$ cat config.mk
export PLATFORM = sky130hd
export DESIGN_NAME = signed_int_to_decimal_ascii_core
export DESIGN_NICKNAME = d
export VERILOG_FILES = /design/src/sv/sitoda_pkg.sv /design/src/sv/signed_int_to_decimal_ascii_core.sv
export SDC_FILE = /design/constraint.sdc
export NUM_CORES = 1
export LEC_CHECK = 0
export ABC_AREA = 1
export BUFFER_PORTS_ARGS = -buffer_cell sky130_fd_sc_hd__buf_2
export CELL_PAD_IN_SITES_DETAIL_PLACEMENT = 2
export CELL_PAD_IN_SITES_GLOBAL_PLACEMENT = 2
export CORE_ASPECT_RATIO = 1.25
export CORE_MARGIN = 5
export CORE_UTILIZATION = 33
export DETAILED_ROUTE_END_ITERATION = 12
export PLACE_DENSITY_LB_ADDON = 0.08
export SYNTH_ARGS = -nofsm -noshare
export SYNTH_HDL_FRONTEND = slang
export SYNTH_SLANG_ARGS = --single-unit
$ cat constraint.sdc
create_clock -name clock -period 4.6 [get_ports clock]
set_input_delay 0.92 -clock clock [delete_from_list [all_inputs] [get_ports clock]]
set_output_delay 0.92 -clock clock [all_outputs]
set_load 0.01 [all_outputs]
$ cat src/sv/sitoda_pkg.sv
// ----------------------------------------------------------------------------
// sitoda_pkg
// Shared types, constants and the control store of the signed integer to
// decimal text converter.
// ----------------------------------------------------------------------------
package sitoda_pkg;

   // default integer width of an input item
   localparam int DEFAULT_WIDTH = 32;

   // ascii codes used on the result channel
   localparam logic [7:0] ASCII_ZERO  = 8'h30;
   localparam logic [7:0] ASCII_NINE  = 8'h39;
   localparam logic [7:0] ASCII_MINUS = 8'h2d;

   // width of the step counter
   localparam int PC_W = 3;

   // step numbers of the program
   localparam logic [PC_W-1:0] STEP_LOAD   = 3'd0;
   localparam logic [PC_W-1:0] STEP_DABBLE = 3'd1;
   localparam logic [PC_W-1:0] STEP_TEST   = 3'd2;
   localparam logic [PC_W-1:0] STEP_SIGN   = 3'd3;
   localparam logic [PC_W-1:0] STEP_SKIP   = 3'd4;
   localparam logic [PC_W-1:0] STEP_DIGIT  = 3'd5;
   localparam logic [PC_W-1:0] STEP_DONE   = 3'd6;

   // datapath action of one step
   typedef enum logic [2:0] {
      ACT_NONE,
      ACT_LOAD,
      ACT_DABBLE,
      ACT_SIGN,
      ACT_SKIP,
      ACT_DIGIT
   } act_type;

   // jump condition of one step
   typedef enum logic [2:0] {
      COND_NEVER,
      COND_ALWAYS,
      COND_NO_INPUT,
      COND_BITS_LEFT,
      COND_NOT_NEG,
      COND_LEAD_ZERO,
      COND_DIGITS_LEFT
   } cond_type;

   // one control word
   typedef struct packed {
      act_type         act;
      cond_type        cond;
      logic [PC_W-1:0] target;
   } ucode_type;

   // control store: a taken jump goes to target, otherwise to the next step
   function automatic ucode_type ucode_rom(input logic [PC_W-1:0] pc);
      ucode_type word;
      unique case (pc)
         STEP_LOAD:   word = '{act: ACT_LOAD,   cond: COND_NO_INPUT,    target: STEP_LOAD};
         STEP_DABBLE: word = '{act: ACT_DABBLE, cond: COND_BITS_LEFT,   target: STEP_DABBLE};
         STEP_TEST:   word = '{act: ACT_NONE,   cond: COND_NOT_NEG,     target: STEP_SKIP};
         STEP_SIGN:   word = '{act: ACT_SIGN,   cond: COND_NEVER,       target: STEP_LOAD};
         STEP_SKIP:   word = '{act: ACT_SKIP,   cond: COND_LEAD_ZERO,   target: STEP_SKIP};
         STEP_DIGIT:  word = '{act: ACT_DIGIT,  cond: COND_DIGITS_LEFT, target: STEP_DIGIT};
         STEP_DONE:   word = '{act: ACT_NONE,   cond: COND_ALWAYS,      target: STEP_LOAD};
         default:     word = '{act: ACT_NONE,   cond: COND_ALWAYS,      target: STEP_LOAD};
      endcase
      return word;
   endfunction

endpackage

$ cat src/sv/signed_int_to_decimal_ascii_core.sv
// ----------------------------------------------------------------------------
// signed_int_to_decimal_ascii_core
// Converts a signed two's complement integer into its decimal ascii text.
// ----------------------------------------------------------------------------
// usage
// - req channel: one item is a WIDTH-bit signed integer in req_tdata
// - rsp channel: one ascii character per item, most significant first; a
//   leading '-' for negative values, a single '0' for zero; rsp_tlast marks
//   the final character of each number
// - a small program in a control store steps a plain datapath: load, WIDTH
//   shift-and-add-3 steps of a bcd register, an optional sign, a skip over
//   leading zero digits (one digit a cycle), then one digit out per cycle
//   while the output register is free; the bcd register holds NDIG digits
//   (10 at WIDTH = 32), and the shift loop over the input bits takes most
//   of the time spent on an item
// - one output register holds the current character; a stalled receiver
//   holds the program at its emit step until the register frees
// - reset returns the step counter to the load step and empties the output
// ----------------------------------------------------------------------------
module signed_int_to_decimal_ascii_core #(
   parameter int WIDTH = sitoda_pkg::DEFAULT_WIDTH
) (
   input  logic                        clock,
   input  logic                        reset,
   // req_tdata: value (WIDTH bits), zero padded to whole bytes
   input  logic                        req_tvalid,
   output logic                        req_tready,
   input  logic [((WIDTH+7)/8)*8-1:0]  req_tdata,
   // rsp_tdata: character (8 bits)
   output logic                        rsp_tvalid,
   input  logic                        rsp_tready,
   output logic [7:0]                  rsp_tdata,
   output logic                        rsp_tlast
);
   import sitoda_pkg::*;

   localparam int NDIG      = (WIDTH * 301) / 1000 + 1;
   localparam int BCD_W     = 4 * NDIG;
   localparam int BIT_CNT_W = $clog2(WIDTH + 1);
   localparam int DIG_CNT_W = $clog2(NDIG + 1);

   // step counter and datapath registers
   logic [PC_W-1:0]      pc_ff, pc_in;
   logic [WIDTH-1:0]     mag_ff, mag_in;
   logic                 neg_ff, neg_in;
   logic [BCD_W-1:0]     bcd_ff, bcd_in;
   logic [BIT_CNT_W-1:0] bit_cnt_ff, bit_cnt_in;
   logic [DIG_CNT_W-1:0] dig_cnt_ff, dig_cnt_in;
   logic                 rsp_valid_ff, rsp_valid_in;
   logic [7:0]           rsp_data_ff, rsp_data_in;
   logic                 rsp_last_ff, rsp_last_in;

   ucode_type            uc;
   logic                 out_free;
   logic                 stall;
   logic                 take;
   logic [3:0]           lead;
   logic [WIDTH-1:0]     raw;
   logic [BCD_W-1:0]     adj_bcd;

   // control word fetch
   assign uc       = ucode_rom(pc_ff);
   assign out_free = !rsp_valid_ff || rsp_tready;
   assign stall    = ((uc.act == ACT_SIGN) || (uc.act == ACT_DIGIT)) && !out_free;
   assign lead     = bcd_ff[BCD_W-1 -: 4];
   assign raw      = req_tdata[WIDTH-1:0];

   assign req_tready = (uc.act == ACT_LOAD);

   // jump condition
   always_comb begin
      unique case (uc.cond)
         COND_NEVER:       take = 1'b0;
         COND_ALWAYS:      take = 1'b1;
         COND_NO_INPUT:    take = !req_tvalid;
         COND_BITS_LEFT:   take = (bit_cnt_ff != BIT_CNT_W'(1));
         COND_NOT_NEG:     take = !neg_ff;
         COND_LEAD_ZERO:   take = (lead == 4'd0) && (dig_cnt_ff != DIG_CNT_W'(1));
         COND_DIGITS_LEFT: take = (dig_cnt_ff != DIG_CNT_W'(1));
         default:          take = 1'b0;
      endcase
   end

   // next step
   always_comb begin
      if (stall) begin
         pc_in = pc_ff;
      end else if (take) begin
         pc_in = uc.target;
      end else begin
         pc_in = pc_ff + 1'b1;
      end
   end

   // add 3 to every bcd digit of five or more
   always_comb begin
      for (int k = 0; k < NDIG; k++) begin
         if (bcd_ff[4*k +: 4] >= 4'd5) begin
            adj_bcd[4*k +: 4] = bcd_ff[4*k +: 4] + 4'd3;
         end else begin
            adj_bcd[4*k +: 4] = bcd_ff[4*k +: 4];
         end
      end
   end

   // datapath actions
   always_comb begin
      mag_in       = mag_ff;
      neg_in       = neg_ff;
      bcd_in       = bcd_ff;
      bit_cnt_in   = bit_cnt_ff;
      dig_cnt_in   = dig_cnt_ff;
      rsp_data_in  = rsp_data_ff;
      rsp_last_in  = rsp_last_ff;
      rsp_valid_in = rsp_valid_ff && !rsp_tready;
      unique case (uc.act)
         ACT_NONE: begin
         end
         ACT_LOAD: begin
            if (req_tvalid) begin
               neg_in     = raw[WIDTH-1];
               mag_in     = raw[WIDTH-1] ? (~raw + WIDTH'(1)) : raw;
               bcd_in     = '0;
               bit_cnt_in = BIT_CNT_W'(WIDTH);
               dig_cnt_in = DIG_CNT_W'(NDIG);
            end
         end
         ACT_DABBLE: begin
            bcd_in     = {adj_bcd[BCD_W-2:0], mag_ff[WIDTH-1]};
            mag_in     = {mag_ff[WIDTH-2:0], 1'b0};
            bit_cnt_in = bit_cnt_ff - 1'b1;
         end
         ACT_SIGN: begin
            if (out_free) begin
               rsp_valid_in = 1'b1;
               rsp_data_in  = ASCII_MINUS;
               rsp_last_in  = 1'b0;
            end
         end
         ACT_SKIP: begin
            if (take) begin
               bcd_in     = {bcd_ff[BCD_W-5:0], 4'd0};
               dig_cnt_in = dig_cnt_ff - 1'b1;
            end
         end
         ACT_DIGIT: begin
            if (out_free) begin
               rsp_valid_in = 1'b1;
               rsp_data_in  = ASCII_ZERO + {4'd0, lead};
               rsp_last_in  = (dig_cnt_ff == DIG_CNT_W'(1));
               bcd_in       = {bcd_ff[BCD_W-5:0], 4'd0};
               dig_cnt_in   = dig_cnt_ff - 1'b1;
            end
         end
         default: begin
         end
      endcase
   end

   // control registers
   always_ff @(posedge clock) begin
      if (reset) begin
         pc_ff        <= STEP_LOAD;
         rsp_valid_ff <= 1'b0;
      end else begin
         pc_ff        <= pc_in;
         rsp_valid_ff <= rsp_valid_in;
      end
   end

   // payload registers
   always_ff @(posedge clock) begin
      mag_ff      <= mag_in;
      neg_ff      <= neg_in;
      bcd_ff      <= bcd_in;
      bit_cnt_ff  <= bit_cnt_in;
      dig_cnt_ff  <= dig_cnt_in;
      rsp_data_ff <= rsp_data_in;
      rsp_last_ff <= rsp_last_in;
   end

   assign rsp_tvalid = rsp_valid_ff;
   assign rsp_tdata  = rsp_data_ff;
   assign rsp_tlast  = rsp_last_ff;

endmodule

Word-level counts from Yosys, hierarchy flattened
Cells that the tools add are included.

Mux-type cells: 34. Order comparisons: 10. Equality and inequality tests: 23. Bitwise logic cells: 1. Add/sub/neg operators: 15. Reductions and logical operators: 22.

Operators with widths (count): $pmux 40 s4 (1); $mux 40 (3); $mux 32 (2); $pmux 32 s2 (1); $pmux 9 s6 (1); $mux 4 (12); $ge 4x3->1 const B (10); $add 4x2->4 const B (9); $add 32x1->32 const B (1); $not 32->32 (1); $eq 3x3->1 const B (7); $eq 3x2->1 const B (6); $mux 8 (2); $pmux 8 s2 (1); $pmux 4 s3 (1); $pmux 6 s2 (1); $eq 3x1->1 const B (3); $ne 2x2->1 const B (4); $reduce_and 4->1 (2); $add 6x4->7 const A (1); $mux 3 (2); $mux 6 (1); $ne 6x1->1 const B (1); $pmux 1 s6 (1); other kinds (19) (31).

Logic and storage cells: 114. Register bits after elaboration: 96.

Longest topological paths before layout
Depth in word-level cells: 6. Depth in mapped cells: 13. Depth with buffers taken out: 13.

Least setup slack after synthesis
Ideal clock, no wire load.

Path kind: register to register. Start point: register pc_ff[0]. End point: register bit_cnt_ff[0], enable pin. Arrival time: 3.890 ns. Required time: 4.114 ns. Slack: 0.225 ns. Cell stages (with the launch flop): 8. Cells stage by stage: dfxtp_1 > ha_1 > ha_1 > inv_1 > o21ai_1 > nor2_1 > nand2_1 > o21ai_0.

Longest elaborated chain between the ends: 5. Elaborated cells between the ends (all ways): 12. Classes of those cells: eq/ne (8); mux (1); reduce/logical (3).

RTL lines: start, declared (RTL line signed_int_to_decimal_ascii_core.sv:43) `logic [PC_W-1:0] pc_ff, pc_in;`; start signal, assigned (RTL line signed_int_to_decimal_ascii_core.sv:166) `pc_ff <= pc_in;`; $eq 3x3->1 (tied with other cells) (RTL line sitoda_pkg.sv:59) `unique case (pc)`; $pmux 9 s6 * (RTL line sitoda_pkg.sv:59); $eq 3x1->1 / $eq 3x2->1 (equally long branches) (RTL line signed_int_to_decimal_ascii_core.sv:116) `unique case (uc.act)`; $ne 2x2->1 (no source line) / $reduce_bool 2->1 (equally long branches); $reduce_and 2->1 (no source line) *; end signal, assigned (RTL line signed_int_to_decimal_ascii_core.sv:176) `bit_cnt_ff <= bit_cnt_in;`; end, declared (RTL line signed_int_to_decimal_ascii_core.sv:47) `logic [BIT_CNT_W-1:0] bit_cnt_ff, bit_cnt_in;`.

Mark *: on every way between the ends. The rest lies on a longest branch, timed or not. A chain may end at the register's enable or synchronous reset.

Worst setup path in the final report
Start point: register pc_ff[2]. End point: output req_tready.

Longest elaborated chain between the ends: 3. Elaborated cells between the ends (all ways): 8. Classes of those cells: eq/ne (6); mux (1); reduce/logical (1).

RTL lines: $eq 3x3->1 (tied with other cells) (RTL line sitoda_pkg.sv:59); $pmux 9 s6 * (RTL line sitoda_pkg.sv:59); $eq 3x1->1 * (RTL line signed_int_to_decimal_ascii_core.sv:68) `assign req_tready = (uc.act == ACT_LOAD);`; end, declared (RTL line signed_int_to_decimal_ascii_core.sv:27) `output logic req_tready,`.

Marks and branches as above.

==> metrics.cfg <==
[drt]
wl_per_cell_um=16.9
drtIter0Drc=190
postRouteAntennaNets=0
post-route-drc-count=0
viasPerCell=5.09
drt-total-wl_um=17000
dr.pass1.iters=4
via_count=5117

[cts]
h-tree-depth=3
cts_tree=built
hold_buffers=0
cts_setup_buffers=0
cts.sinks=93
clk_path_buf_depth=2
cts_made_buffers=9
clock_latency_ns=0.35
cts_resized=0
clk_pin_slew_ns=0.06
ctsRootBufferMaster=clkbuf_16

[final_layout]
nFillCells=2061
regArea_mm2=0.00275
multiInputGateArea_mm2=0.00277
nets=841
stdcell_count=1006
antennaDiodeCount=0
syn_to_final_growth_pct=13.2
drive_gt1_frac=0.103

[setup_path]
worstSetupPathType=reg2out
path_max_fanout=7
arrival_ns=2.01
cp-start-kind=register
cp-end-kind=output port
worstPathRequired_ns=3.68

[sta]
max_slew_margin=0.521
fin_crit_sh=0.638
setup_tns_ns=0
holdWs_ns=0.533
fmax_ghz=0.341
drv_slew=0
rsz0062_at_grt=false
final-setup-viol-count=0
hold_violations=0
fin_crit_ns=2.93
worst_pin_slew_ns=0.719
fin_skew_ns=0.00914

[floorplan]
die_height_um=161
die_width_um=131
die_area_mm2=0.0210
initial_utilization=0.333
rows=55
io_pins=47
coreArea_mm2=0.0180

[pwr]
worst_ir_drop_vdd_v=0.000208
power_frac_comb=0.402
power.switching_uw=1790
p_seq_frac=0.404
power.internal_uw=2530
switching_share=0.414
finalPower_uw=4320
clkPwrFrac=0.194
leakagePower_uw=0.00287
powerDensity_mw_per_mm2=635

[global_route]
grt_pass1_vias=5871
grt_first_pass_wirelength_um=28900
gr-total-overflow=0
antenna_found_initial=0
grt_usage=0.170
grt_max_degree=66

[place]
numPortBuffers=43
dp_hpwl_um=12800
place_inst=990
place.gp.congestion=0.771

[synthesis]
ys_warn_count=0
async_flop_share=0
synth_area_leader_cell=edfxtp_1
synth_edf_count=89
ys_seq_elements=93
synth_area_leaders=edfxtp_1 (44%), nand2_1 (10%), ha_1 (6.7%)
postSynthAreaPerCell_um2=8.20
synth_top_area_share=0.445
netlist_instances=733
synth.distinct_cells=35
synth_flop_cell=edfxtp_1
syn_area_mm2=0.00601
yosysSeqAreaShare=0.458

[run]
maxCapViolCount=0

[run_status]
outcome=complete, no violations

[worst_hold_path]
hold_path.class=reg2reg

worst paths after layout:
check / slack [ns] / start / depth (start not counted) / end
worst max-delay path: 1.67 / pc_ff[2]$_SDFFE_PP0N_ / 8 / req_tready
worst min-delay path: 0.53 / mag_ff[9]$_DFFE_PP_ / 2 / mag_ff[10]$_DFFE_PP_
worst min register to register: 0.53 / mag_ff[9]$_DFFE_PP_ / 2 / mag_ff[10]$_DFFE_PP_
worst max register to register: 1.74 / pc_ff[1]$_SDFFE_PP0N_ / 14 / bcd_ff[19]$_DFFE_PP_
final cells by class:
type,instances,share of cell area
Clock inverter,5,0.0120
Inverter,106,0.0585
Multi-Input combinational cell,514,0.408
Clock buffer,11,0.0372
Tap cell,228,0.0419
Timing Repair Buffer,49,0.0383
Sequential cell,93,0.405
metrics by stage:
stage | util | setup slack (ns) | area [um^2]
after floorplan | - | 0.225 | 6010
after global placement | 0.359 | 1.72 | 6470
after detailed placement | 0.359 | 1.65 | 6470
after CTS | 0.377 | 1.61 | 6800
after global routing | 0.377 | 1.43 | 6800
final | 0.377 | 1.67 | 6800
registers in the layout, indices dropped and copies added (netlist names):
signal and cells:
bcd_ff 40, mag_ff 32, bit_cnt_ff 6, rsp_tdata 5
dig_cnt_ff 4, pc_ff 3, neg_ff 1, rsp_tlast 1
rsp_tvalid 1
worst max-delay path, cell delays in order (launching register included):
cell	delay, ns
dfxtp_1	0.44
inv_1	0.13
ha_1	0.26
inv_1	0.10
o21ai_1	0.16
nor2_1	0.18
nand2_1	0.16
inv_1	0.11
buf_2	0.13
cell usage in the layout, fill, tap and decap left out, types with 2 or more instances in the layout:
| cell type | synthesis | routed |
|---|---|---|
| o22ai_1 | 14 | 14 |
| nand3_1 | 44 | 44 |
| nand4_1 | 10 | 10 |
| buf_2 | 4 | 43 |
| o21ai_1 | 13 | 13 |
| nor3_1 | 7 | 7 |
| clkbuf_16 | 0 | 9 |
| inv_1 | 101 | 101 |
| nand2_1 | 161 | 161 |
| and3_1 | 2 | 2 |
| nand2_2 | 2 | 2 |
| nor2_1 | 84 | 83 |
| o31ai_1 | 3 | 3 |
| bufinv_16 | 0 | 2 |
| xor2_1 | 23 | 23 |
| conb_1 | 2 | 3 |
| o32ai_1 | 10 | 10 |
| o21ai_0 | 52 | 51 |
| clkbuf_8 | 0 | 2 |
| edfxtp_1 | 89 | 89 |
| o2bb2ai_1 | 3 | 3 |
| buf_4 | 6 | 6 |
| a32o_1 | 4 | 4 |
| or2_2 | 4 | 4 |
| a21oi_1 | 27 | 27 |
| dfxtp_1 | 4 | 4 |
| a31oi_1 | 3 | 3 |
| xnor2_1 | 6 | 6 |
| and2_1 | 2 | 2 |
| inv_2 | 5 | 5 |
| ha_1 | 32 | 32 |
cells by family after synthesis:
kind of cell,count (synthesis),synth area share
DFF,93,0.458
AOI/OAI and AO/OA,131,0.126
and+or+nand+nor,319,0.221
adders and majority gates,32,0.0667
other,2,0.00125
buffers and inverters,127,0.0839
xor gates and xnor gates,29,0.0423
routing by layer:
metal | vias to the layer above | global-route usage | part of all wire
li1 | 2521 | - | -
met1 | 2534 | 0.203 | 0.43
met2 | 44 | 0.313 | 0.54
met3 | 18 | 0.0196 | 0.014
met4 | 0 | 0.0533 | 0.018
met5 | - | 0 | 0
cells in the mapped netlist (3+ instances only):
library cell	number
o2bb2ai_1	3
o21ai_0	52
dfxtp_1	4
edfxtp_1	89
nor3_1	7
xnor2_1	6
nand3_1	44
clkbuf_1	7
buf_4	6
o22ai_1	14
o31ai_1	3
nor2_1	84
o32ai_1	10
a21oi_1	27
ha_1	32
buf_1	4
a31oi_1	3
nand4_1	10
buf_2	4
or2_2	4
o21ai_1	13
inv_1	101
a32o_1	4
inv_2	5
xor2_1	23
nand2_1	161
power by group through the flow:
stage / clock network, uW / logic [uW] / registers, uW
floorplan: 0 / 1210 / 1720
global placement: 0 / 1670 / 1750
detailed placement: 0 / 1770 / 1770
CTS: 862 / 1790 / 1750
global route: 899 / 2010 / 1800
finish: 838 / 1730 / 1750
No activity file was read; power rests on OpenSTA's default activity.
